<file path="config.mk">
export PLATFORM = sky130hd
export DESIGN_NAME = psc_ctrl
export DESIGN_NICKNAME = d
export VERILOG_FILES = /design/src/rtl/psc_pkg.sv /design/src/rtl/psc_ctrl.sv
export SDC_FILE = /design/constraint.sdc
export NUM_CORES = 1
export LEC_CHECK = 0
export BUFFER_PORTS_ARGS = -buffer_cell sky130_fd_sc_hd__clkbuf_2
export CAP_MARGIN = 10
export CORE_ASPECT_RATIO = 0.7
export CORE_MARGIN = 1
export CORE_UTILIZATION = 40
export DETAILED_ROUTE_END_ITERATION = 12
export PLACE_DENSITY = 0.75
export SLEW_MARGIN = 30
export SYNTH_ARGS = -nofsm -noshare
export SYNTH_HDL_FRONTEND = slang
export SYNTH_SLANG_ARGS = --single-unit
</file>
<file path="constraint.sdc">
create_clock -name clk_i -period 1.6 [get_ports clk_i]
set_input_delay 0.24 -clock clk_i [delete_from_list [all_inputs] [get_ports clk_i]]
set_output_delay 0.24 -clock clk_i [all_outputs]
set_load 0.05 [all_outputs]
</file>
<file path="src/rtl/psc_pkg.sv">
// Package for the PI step-size controller: payload types, control types and constants.
`default_nettype none
package psc_pkg;

  localparam int unsigned ERR_FRAC_BITS = 16;
  localparam int unsigned ERR_W = 32;
  localparam int unsigned STEP_W = 64;

  // error floor 1e-4, rounded to the error format
  localparam logic [ERR_W-1:0] ERR_FLOOR = ERR_W'(((1 << ERR_FRAC_BITS) + 5000) / 10000);
  localparam logic [ERR_W:0]   ERR_ONE   = (ERR_W+1)'(1) << ERR_FRAC_BITS;

  // log/exp constants, 28 fraction bits
  localparam int unsigned LFB = 28;
  localparam logic signed [26:0] ALPHA_Q = 27'sd45634028;
  localparam logic signed [26:0] BETA_Q  = 27'sd10737418;
  localparam logic signed [35:0] LOG2_SAFE_Q = -36'sd40803020;
  localparam logic signed [35:0] EXP_MAX = 36'sd4 <<< LFB;
  localparam logic signed [35:0] EXP_MIN = -(36'sd4 <<< LFB);
  localparam logic [33:0] SCALE_MIN = 34'd53687091;
  localparam logic [33:0] SCALE_MAX = 34'd2684354560;
  localparam logic [33:0] SCALE_ONE = 34'd1 << LFB;

  localparam int unsigned LOG_STEPS = 28;
  localparam int unsigned SQRT_STEPS = 32;
  localparam int unsigned EXP_BITS = 28;

  typedef struct packed {
    logic [ERR_W-1:0]  err_ratio;
    logic [STEP_W-1:0] step_size;
  } psc_in_t;

  typedef struct packed {
    logic              accepted;
    logic [STEP_W-1:0] shrunken_step;
    logic [STEP_W-1:0] next_step;
  } psc_out_t;

  typedef enum logic [3:0] {
    ST_IDLE, ST_DEC, ST_LOG1, ST_TERMA, ST_LOG2, ST_TERMB, ST_EXPI,
    ST_SQI, ST_SQS, ST_SQD, ST_EXPF, ST_MLO, ST_MHI, ST_FIN
  } psc_state_e;

  typedef struct packed {
    logic load_in;
    logic log_init;
    logic log_sel_last;
    logic log_step;
    logic store_a;
    logic store_b;
    logic exp_init;
    logic sq_init;
    logic sq_step;
    logic sq_done;
    logic exp_fin;
    logic mul_lo;
    logic mul_hi;
    logic out_load;
  } psc_cmd_t;

  typedef struct packed {
    logic acc;
    logic err_zero;
    logic out_free;
  } psc_status_t;

endpackage
`default_nettype wire

</file>
<file path="src/rtl/psc_ctrl.sv">
// Sequencer for the step-size controller: walks the log, exp and multiply phases.
`default_nettype none
module psc_ctrl (
  input  wire                       clk_i,
  input  wire                       rst_ni,
  input  wire                       in_valid_i,
  output logic                      in_ready_o,
  input  wire psc_pkg::psc_status_t status_i,
  output psc_pkg::psc_cmd_t         cmd_o
);

  psc_pkg::psc_state_e state_q, state_d;
  logic [4:0] cnt_q, cnt_d;
  logic [4:0] k_q, k_d;

  always_ff @(posedge clk_i or negedge rst_ni) begin
    if (!rst_ni) begin
      state_q <= psc_pkg::ST_IDLE;
      cnt_q   <= '0;
      k_q     <= '0;
    end else begin
      state_q <= state_d;
      cnt_q   <= cnt_d;
      k_q     <= k_d;
    end
  end

  always_comb begin
    state_d = state_q;
    cnt_d   = cnt_q;
    k_d     = k_q;
    unique case (state_q)
      psc_pkg::ST_IDLE: begin
        if (in_valid_i) state_d = psc_pkg::ST_DEC;
      end
      psc_pkg::ST_DEC: begin
        cnt_d = '0;
        if (status_i.err_zero) state_d = psc_pkg::ST_EXPF;
        else state_d = psc_pkg::ST_LOG1;
      end
      psc_pkg::ST_LOG1: begin
        cnt_d = cnt_q + 5'd1;
        if (cnt_q == 5'(psc_pkg::LOG_STEPS - 1)) state_d = psc_pkg::ST_TERMA;
      end
      psc_pkg::ST_TERMA: begin
        cnt_d = '0;
        if (status_i.acc) state_d = psc_pkg::ST_LOG2;
        else state_d = psc_pkg::ST_EXPI;
      end
      psc_pkg::ST_LOG2: begin
        cnt_d = cnt_q + 5'd1;
        if (cnt_q == 5'(psc_pkg::LOG_STEPS - 1)) state_d = psc_pkg::ST_TERMB;
      end
      psc_pkg::ST_TERMB: state_d = psc_pkg::ST_EXPI;
      psc_pkg::ST_EXPI: begin
        k_d     = '0;
        state_d = psc_pkg::ST_SQI;
      end
      psc_pkg::ST_SQI: begin
        cnt_d   = '0;
        state_d = psc_pkg::ST_SQS;
      end
      psc_pkg::ST_SQS: begin
        cnt_d = cnt_q + 5'd1;
        if (cnt_q == 5'(psc_pkg::SQRT_STEPS - 1)) state_d = psc_pkg::ST_SQD;
      end
      psc_pkg::ST_SQD: begin
        k_d = k_q + 5'd1;
        if (k_q == 5'(psc_pkg::EXP_BITS - 1)) state_d = psc_pkg::ST_EXPF;
        else state_d = psc_pkg::ST_SQI;
      end
      psc_pkg::ST_EXPF: state_d = psc_pkg::ST_MLO;
      psc_pkg::ST_MLO:  state_d = psc_pkg::ST_MHI;
      psc_pkg::ST_MHI:  state_d = psc_pkg::ST_FIN;
      psc_pkg::ST_FIN: begin
        if (status_i.out_free) state_d = psc_pkg::ST_IDLE;
      end
      default: state_d = psc_pkg::ST_IDLE;
    endcase
  end

  always_comb begin
    cmd_o      = '0;
    in_ready_o = 1'b0;
    unique case (state_q)
      psc_pkg::ST_IDLE: begin
        in_ready_o    = 1'b1;
        cmd_o.load_in = in_valid_i;
      end
      psc_pkg::ST_DEC:   cmd_o.log_init = 1'b1;
      psc_pkg::ST_LOG1:  cmd_o.log_step = 1'b1;
      psc_pkg::ST_TERMA: begin
        cmd_o.store_a      = 1'b1;
        cmd_o.log_init     = 1'b1;
        cmd_o.log_sel_last = 1'b1;
      end
      psc_pkg::ST_LOG2:  cmd_o.log_step = 1'b1;
      psc_pkg::ST_TERMB: cmd_o.store_b = 1'b1;
      psc_pkg::ST_EXPI:  cmd_o.exp_init = 1'b1;
      psc_pkg::ST_SQI:   cmd_o.sq_init = 1'b1;
      psc_pkg::ST_SQS:   cmd_o.sq_step = 1'b1;
      psc_pkg::ST_SQD:   cmd_o.sq_done = 1'b1;
      psc_pkg::ST_EXPF:  cmd_o.exp_fin = 1'b1;
      psc_pkg::ST_MLO:   cmd_o.mul_lo = 1'b1;
      psc_pkg::ST_MHI:   cmd_o.mul_hi = 1'b1;
      psc_pkg::ST_FIN:   cmd_o.out_load = status_i.out_free;
      default: ;
    endcase
  end

endmodule
`default_nettype wire

</file>
After elaboration in Yosys (flattened, before gate mapping)
Cells that the tools add are included.
W data, S select, Z words.
{ "word_totals": {"reg_bits": 14, "inputBits": 6, "output_inout_bits": 15, "word_cells": 59} }
{ "op_classes": {"add_sub_neg": 2, "n_eq_ne": 21, "n_mux": 25, "n_reduce_logical": 8} }
{ "op_table": {"columns": ["op", "n"], "rows": [
  ["$pmux W4 S14", 1],
  ["$mux W4", 7],
  ["$eq A4 B4 Y1 const B", 6],
  ["$pmux W5 S2", 2],
  ["$eq A4 B3 Y1 const B", 4],
  ["$eq A5 B5 Y1 const B", 3],
  ["$mux W1", 14],
  ["$add A5 B1 Y5 const B", 2],
  ["$ne A2 B2 Y1 const B", 5],
  ["$eq A4 B2 Y1 const B", 2],
  ["$reduce_or A3 Y1", 2],
  ["$reduce_and A5 Y1", 1],
  ["$eq A4 B1 Y1 const B", 1],
  ["$logic_not A4 Y1", 1],
  ["$reduce_bool A2 Y1", 2],
  ["$reduce_or A2 Y1", 2],
  ["$mux W2", 1]
]} }

Depth between registers and ports, before layout
{ "logic_depth": {"depth_word": 3, "ltp_mapped": 6, "mapped_depth_nobuf": 6} }

Worst setup path before layout
OpenSTA, ideal clock, no wires.
{ "synth_path": {"kind": "register -> output", "startpoint": "register state_q[2]", "endpoint": "output cmd_o[8] (netlist bit)", "arrival_ns": 2.488, "required_ns": 1.360, "path_slack_ns": -1.128, "stages_incl_launch_ff": 4, "path_buffers": 2, "cell_sequence": "dfrtp_1 clkbuf_1 buf_2 nor4b_1"} }
{ "synth_rtl": {"columns": ["element", "line", "source"], "rows": [
  ["start: declaration", "psc_ctrl.sv:12", "psc_pkg::psc_state_e state_q, state_d;"],
  ["start signal: assignment", "psc_ctrl.sv:18", "state_q <= psc_pkg::ST_IDLE;"],
  ["start signal: assignment", "psc_ctrl.sv:22", "state_q <= state_d;"],
  ["end: declaration", "psc_ctrl.sv:9", "output psc_pkg::psc_cmd_t cmd_o"]
]} }

Final worst setup path
{ "layout_path": {"startpoint": "register state_q[1]", "endpoint": "register state_q[3]"} }
{ "layout_via": {"elab_chain_cells": 3, "word_cells_on_any_way": 21, "cone_classes": "18 x eq/ne; 1 x mux; 2 x reduce/logical"} }
{ "layout_rtl": {"columns": ["element", "line", "source"], "rows": [
  ["$eq A4 B4 Y1 (tied with other cells)", "psc_ctrl.sv:32", "unique case (state_q)"],
  ["$ne A2 B2 Y1 (no line)", null, null],
  ["$reduce_and A5 Y1 (no line)", null, null]
]} }
Several ways; a longest one is shown, not always the timed one.
A chain may end at the register's enable or synchronous reset.

==> metrics <==
first-pass GRT wire length=4820 um; vias in the first global route=1055; FMAX=0.570 GHz; Synth Area in Adders=3.61%; CTS tree=yes; Setup WS pre-CTS=-0.0181 ns; Leak=0.769 nW; max_cap viols=0; RSZ-0062 raised after global routing=yes; DRC=0; TritonCTS buffer count=3; post-synthesis sequential area ratio=33.7%; GRT overflow=0; fin area=1730 sq um; Final Slew Violations=0; antenna violations before repair=0; Worst setup EP type=flop; placed instance area=1410 sq um; arrival time worst endpoint=1.94 ns; clk_lat worst skew=0.25 ns; die area=2810 sq um; async set or reset register ratio after synthesis=100%; relative slew slack=75.1%; Initial Utilization=42.3%; compound-cell area share of the yosys netlist=23.9%; diode count=0; vias=1114; Mapped Cells=122; post-synth top area share=33.7%; Die X=62.9 um; DRT iter0 DRCs=79; leading area contributor after synthesis=dfrtp_1; Die Y-Extent=44.7 um; number of routed nets with antenna violations=0; largest family of logic cells by synthesized area=simple AND/OR/NAND/NOR gates; cells taking the most area after synthesis=dfrtp_1 34%, a21oi_1 3.9%, o21ai_1 3.9%; Req. time, crit path=1.79 ns; Yosys reg bits=14; IO Port Bufs=20; worst vdd ir=0.00105 V; Design Power=0.00370 W; warnings from Yosys=0; Via density=5.63; mean routed wirelength per cell=16.3 um; failing checks=setup timing; crit start category=flop; root buf cell=clkbuf_8; num rows=15; P per Cell Area=2130 nW/um^2; gpl congestion=0.885; Simple-Gate Fraction of Synth Area=28.2%; WL final=3230 um; Hold Crit Class=input pin to flop; area delta synth->final=66.7%; layout cell share with drive strength beyond 1=50.0%; Finish-stage setup viols=10; Final Hold Fails=0; Final WS setup=-0.153 ns; syn nets=131; post-layout min period=1.75 ns; Layout Skew=0.00355 ns; xor and xnor area share after synthesis=0.842%; dpl hpwl=2010 um; Yosys cell types=47; CP max FO=6; outcome=complete, but fails checks; Core Area=2460 sq um; nets@finish=175; mapped cell area=1040 sq um; EDFF count, synth=0; Worst Setup Path Type=flop to flop; mux share of post-synthesis cell area=2.53%; crit share post-route=110%; largest net degree at the start of global routing=20; Clock Path Buffers=2; Worst Tran Pin Value=0.374 ns; Detailed Routing Iterations Pass 1=4; register clock-pin slew on the reported worst setup and hold paths=0.06 ns; gr usage total=22.8%; Fillers=187; number of top-level pins=21; TritonCTS sink count=14; mean post-synth cell area=8.52 sq um; number of H-tree levels=1; Primary FF master, synth=dfrtp_1; Fin Hold WS=0.256 ns
==> final cells by class <==
class | count | area, sq um | area share (%)
Sequential cell | 14 | 354 | 20.4
Clock buffer | 3 | 41.3 | 2.38
Tap cell | 34 | 42.5 | 2.45
Timing Repair Buffer | 49 | 490 | 28.3
Multi-Input combinational cell | 93 | 786 | 45.3
Inverter | 5 | 18.8 | 1.08
==> critical path, cell delays in order (launching register included) <==
cell	delay, ns
dfrtp_2	0.47
buf_4	0.16
or3b_1	0.40
a211o_1	0.34
o211ai_1	0.13
mux2_4	0.19
==> cells in the final DEF (no fill, tap or decap), types with 5 or more instances in the layout <==
cell type / instances
a21oi_1: 7
buf_4: 24
buf_6: 7
buf_8: 6
clkbuf_2: 5
clkbuf_8: 6
dfrtp_1: 11
nor2_1: 6
o21ai_1: 8
==> timing repair <==
action                                  CTS  global route
buffers inserted                          2             3
endpoints found under the setup margin   15            22
gates resized for setup                  32            31
hold buffers                              1             0
pin swaps                                 2             5
endpoints found under the hold margin    14             0
==> metal layers <==
metal	vias up	track usage, %	routed length (um)
met5	-	0	0
met4	0	9.77	51
met3	6	5.41	131
met2	34	38.5	1620
met1	534	28.5	1430
li1	540	-	-
==> where the power goes <==
| part | internal (W) | leakage [nW] | total (W) | switching, W |
|---|---|---|---|---|
| registers | 0.000459 | 0.182 | 0.000593 | 0.000134 |
| clock network | 0.000167 | 0.0216 | 0.000293 | 0.000126 |
| logic | 0.00129 | 0.565 | 0.00281 | 0.00152 |
==> sequential cells by signal, indices dropped and copies added, names as in the netlist <==
register	count
k_q	5
state_q	4
cnt_q	5
==> worst paths after layout <==
| kind | start | to | slack (ns) | cells past startpoint |
|---|---|---|---|---|
| worst max-delay path | state_q[1] | state_q[3] | -0.15 | 5 |
| worst min-delay path | status_i[0] | state_q[0] | 0.26 | 2 |
| worst max register to register | state_q[1] | state_q[3] | -0.15 | 5 |
| worst min register to register | k_q[4] | k_q[4] | 0.49 | 1 |
| max in group asynchronous | rst_ni | state_q[3] | 0.87 | 2 |
| min in group asynchronous | rst_ni | k_q[2] | 0.44 | 2 |
==> synthesized netlist by cell type (all sizes together), types with 3 or more instances <==
cell type  number
a21oi           9
a22o            4
a31oi           3
buf             8
dfrtp          14
ha              3
inv             5
nand2           6
nand2b          3
nand4           4
nor2           10
nor3            7
o21ai          10
==> metrics by stage <==
| stage | setup TNS (ns) | std cells | util [%] |
|---|---|---|---|
| finish | -0.629 | 198 | 70.5 |
| global route | -1.32 | 198 | 70.5 |
| detailed placement | -0.0181 | 189 | 57.5 |
| floorplan | -0.422 | 122 | - |
| global placement | -0.00115 | 189 | 57.5 |
| CTS | -0.628 | 195 | 66.0 |
==> kinds of logic (layout without fill, tap and decap cells) <==
family          Yosys count  count (layout)
mux                       2               2
xor+xnor                  1               1
fa+ha+maj                 3               3
flops                    14              14
buf+inv                  15              57
simple gates             49              49
compound gates           38              38
Power figures use the tool's default switching activity.
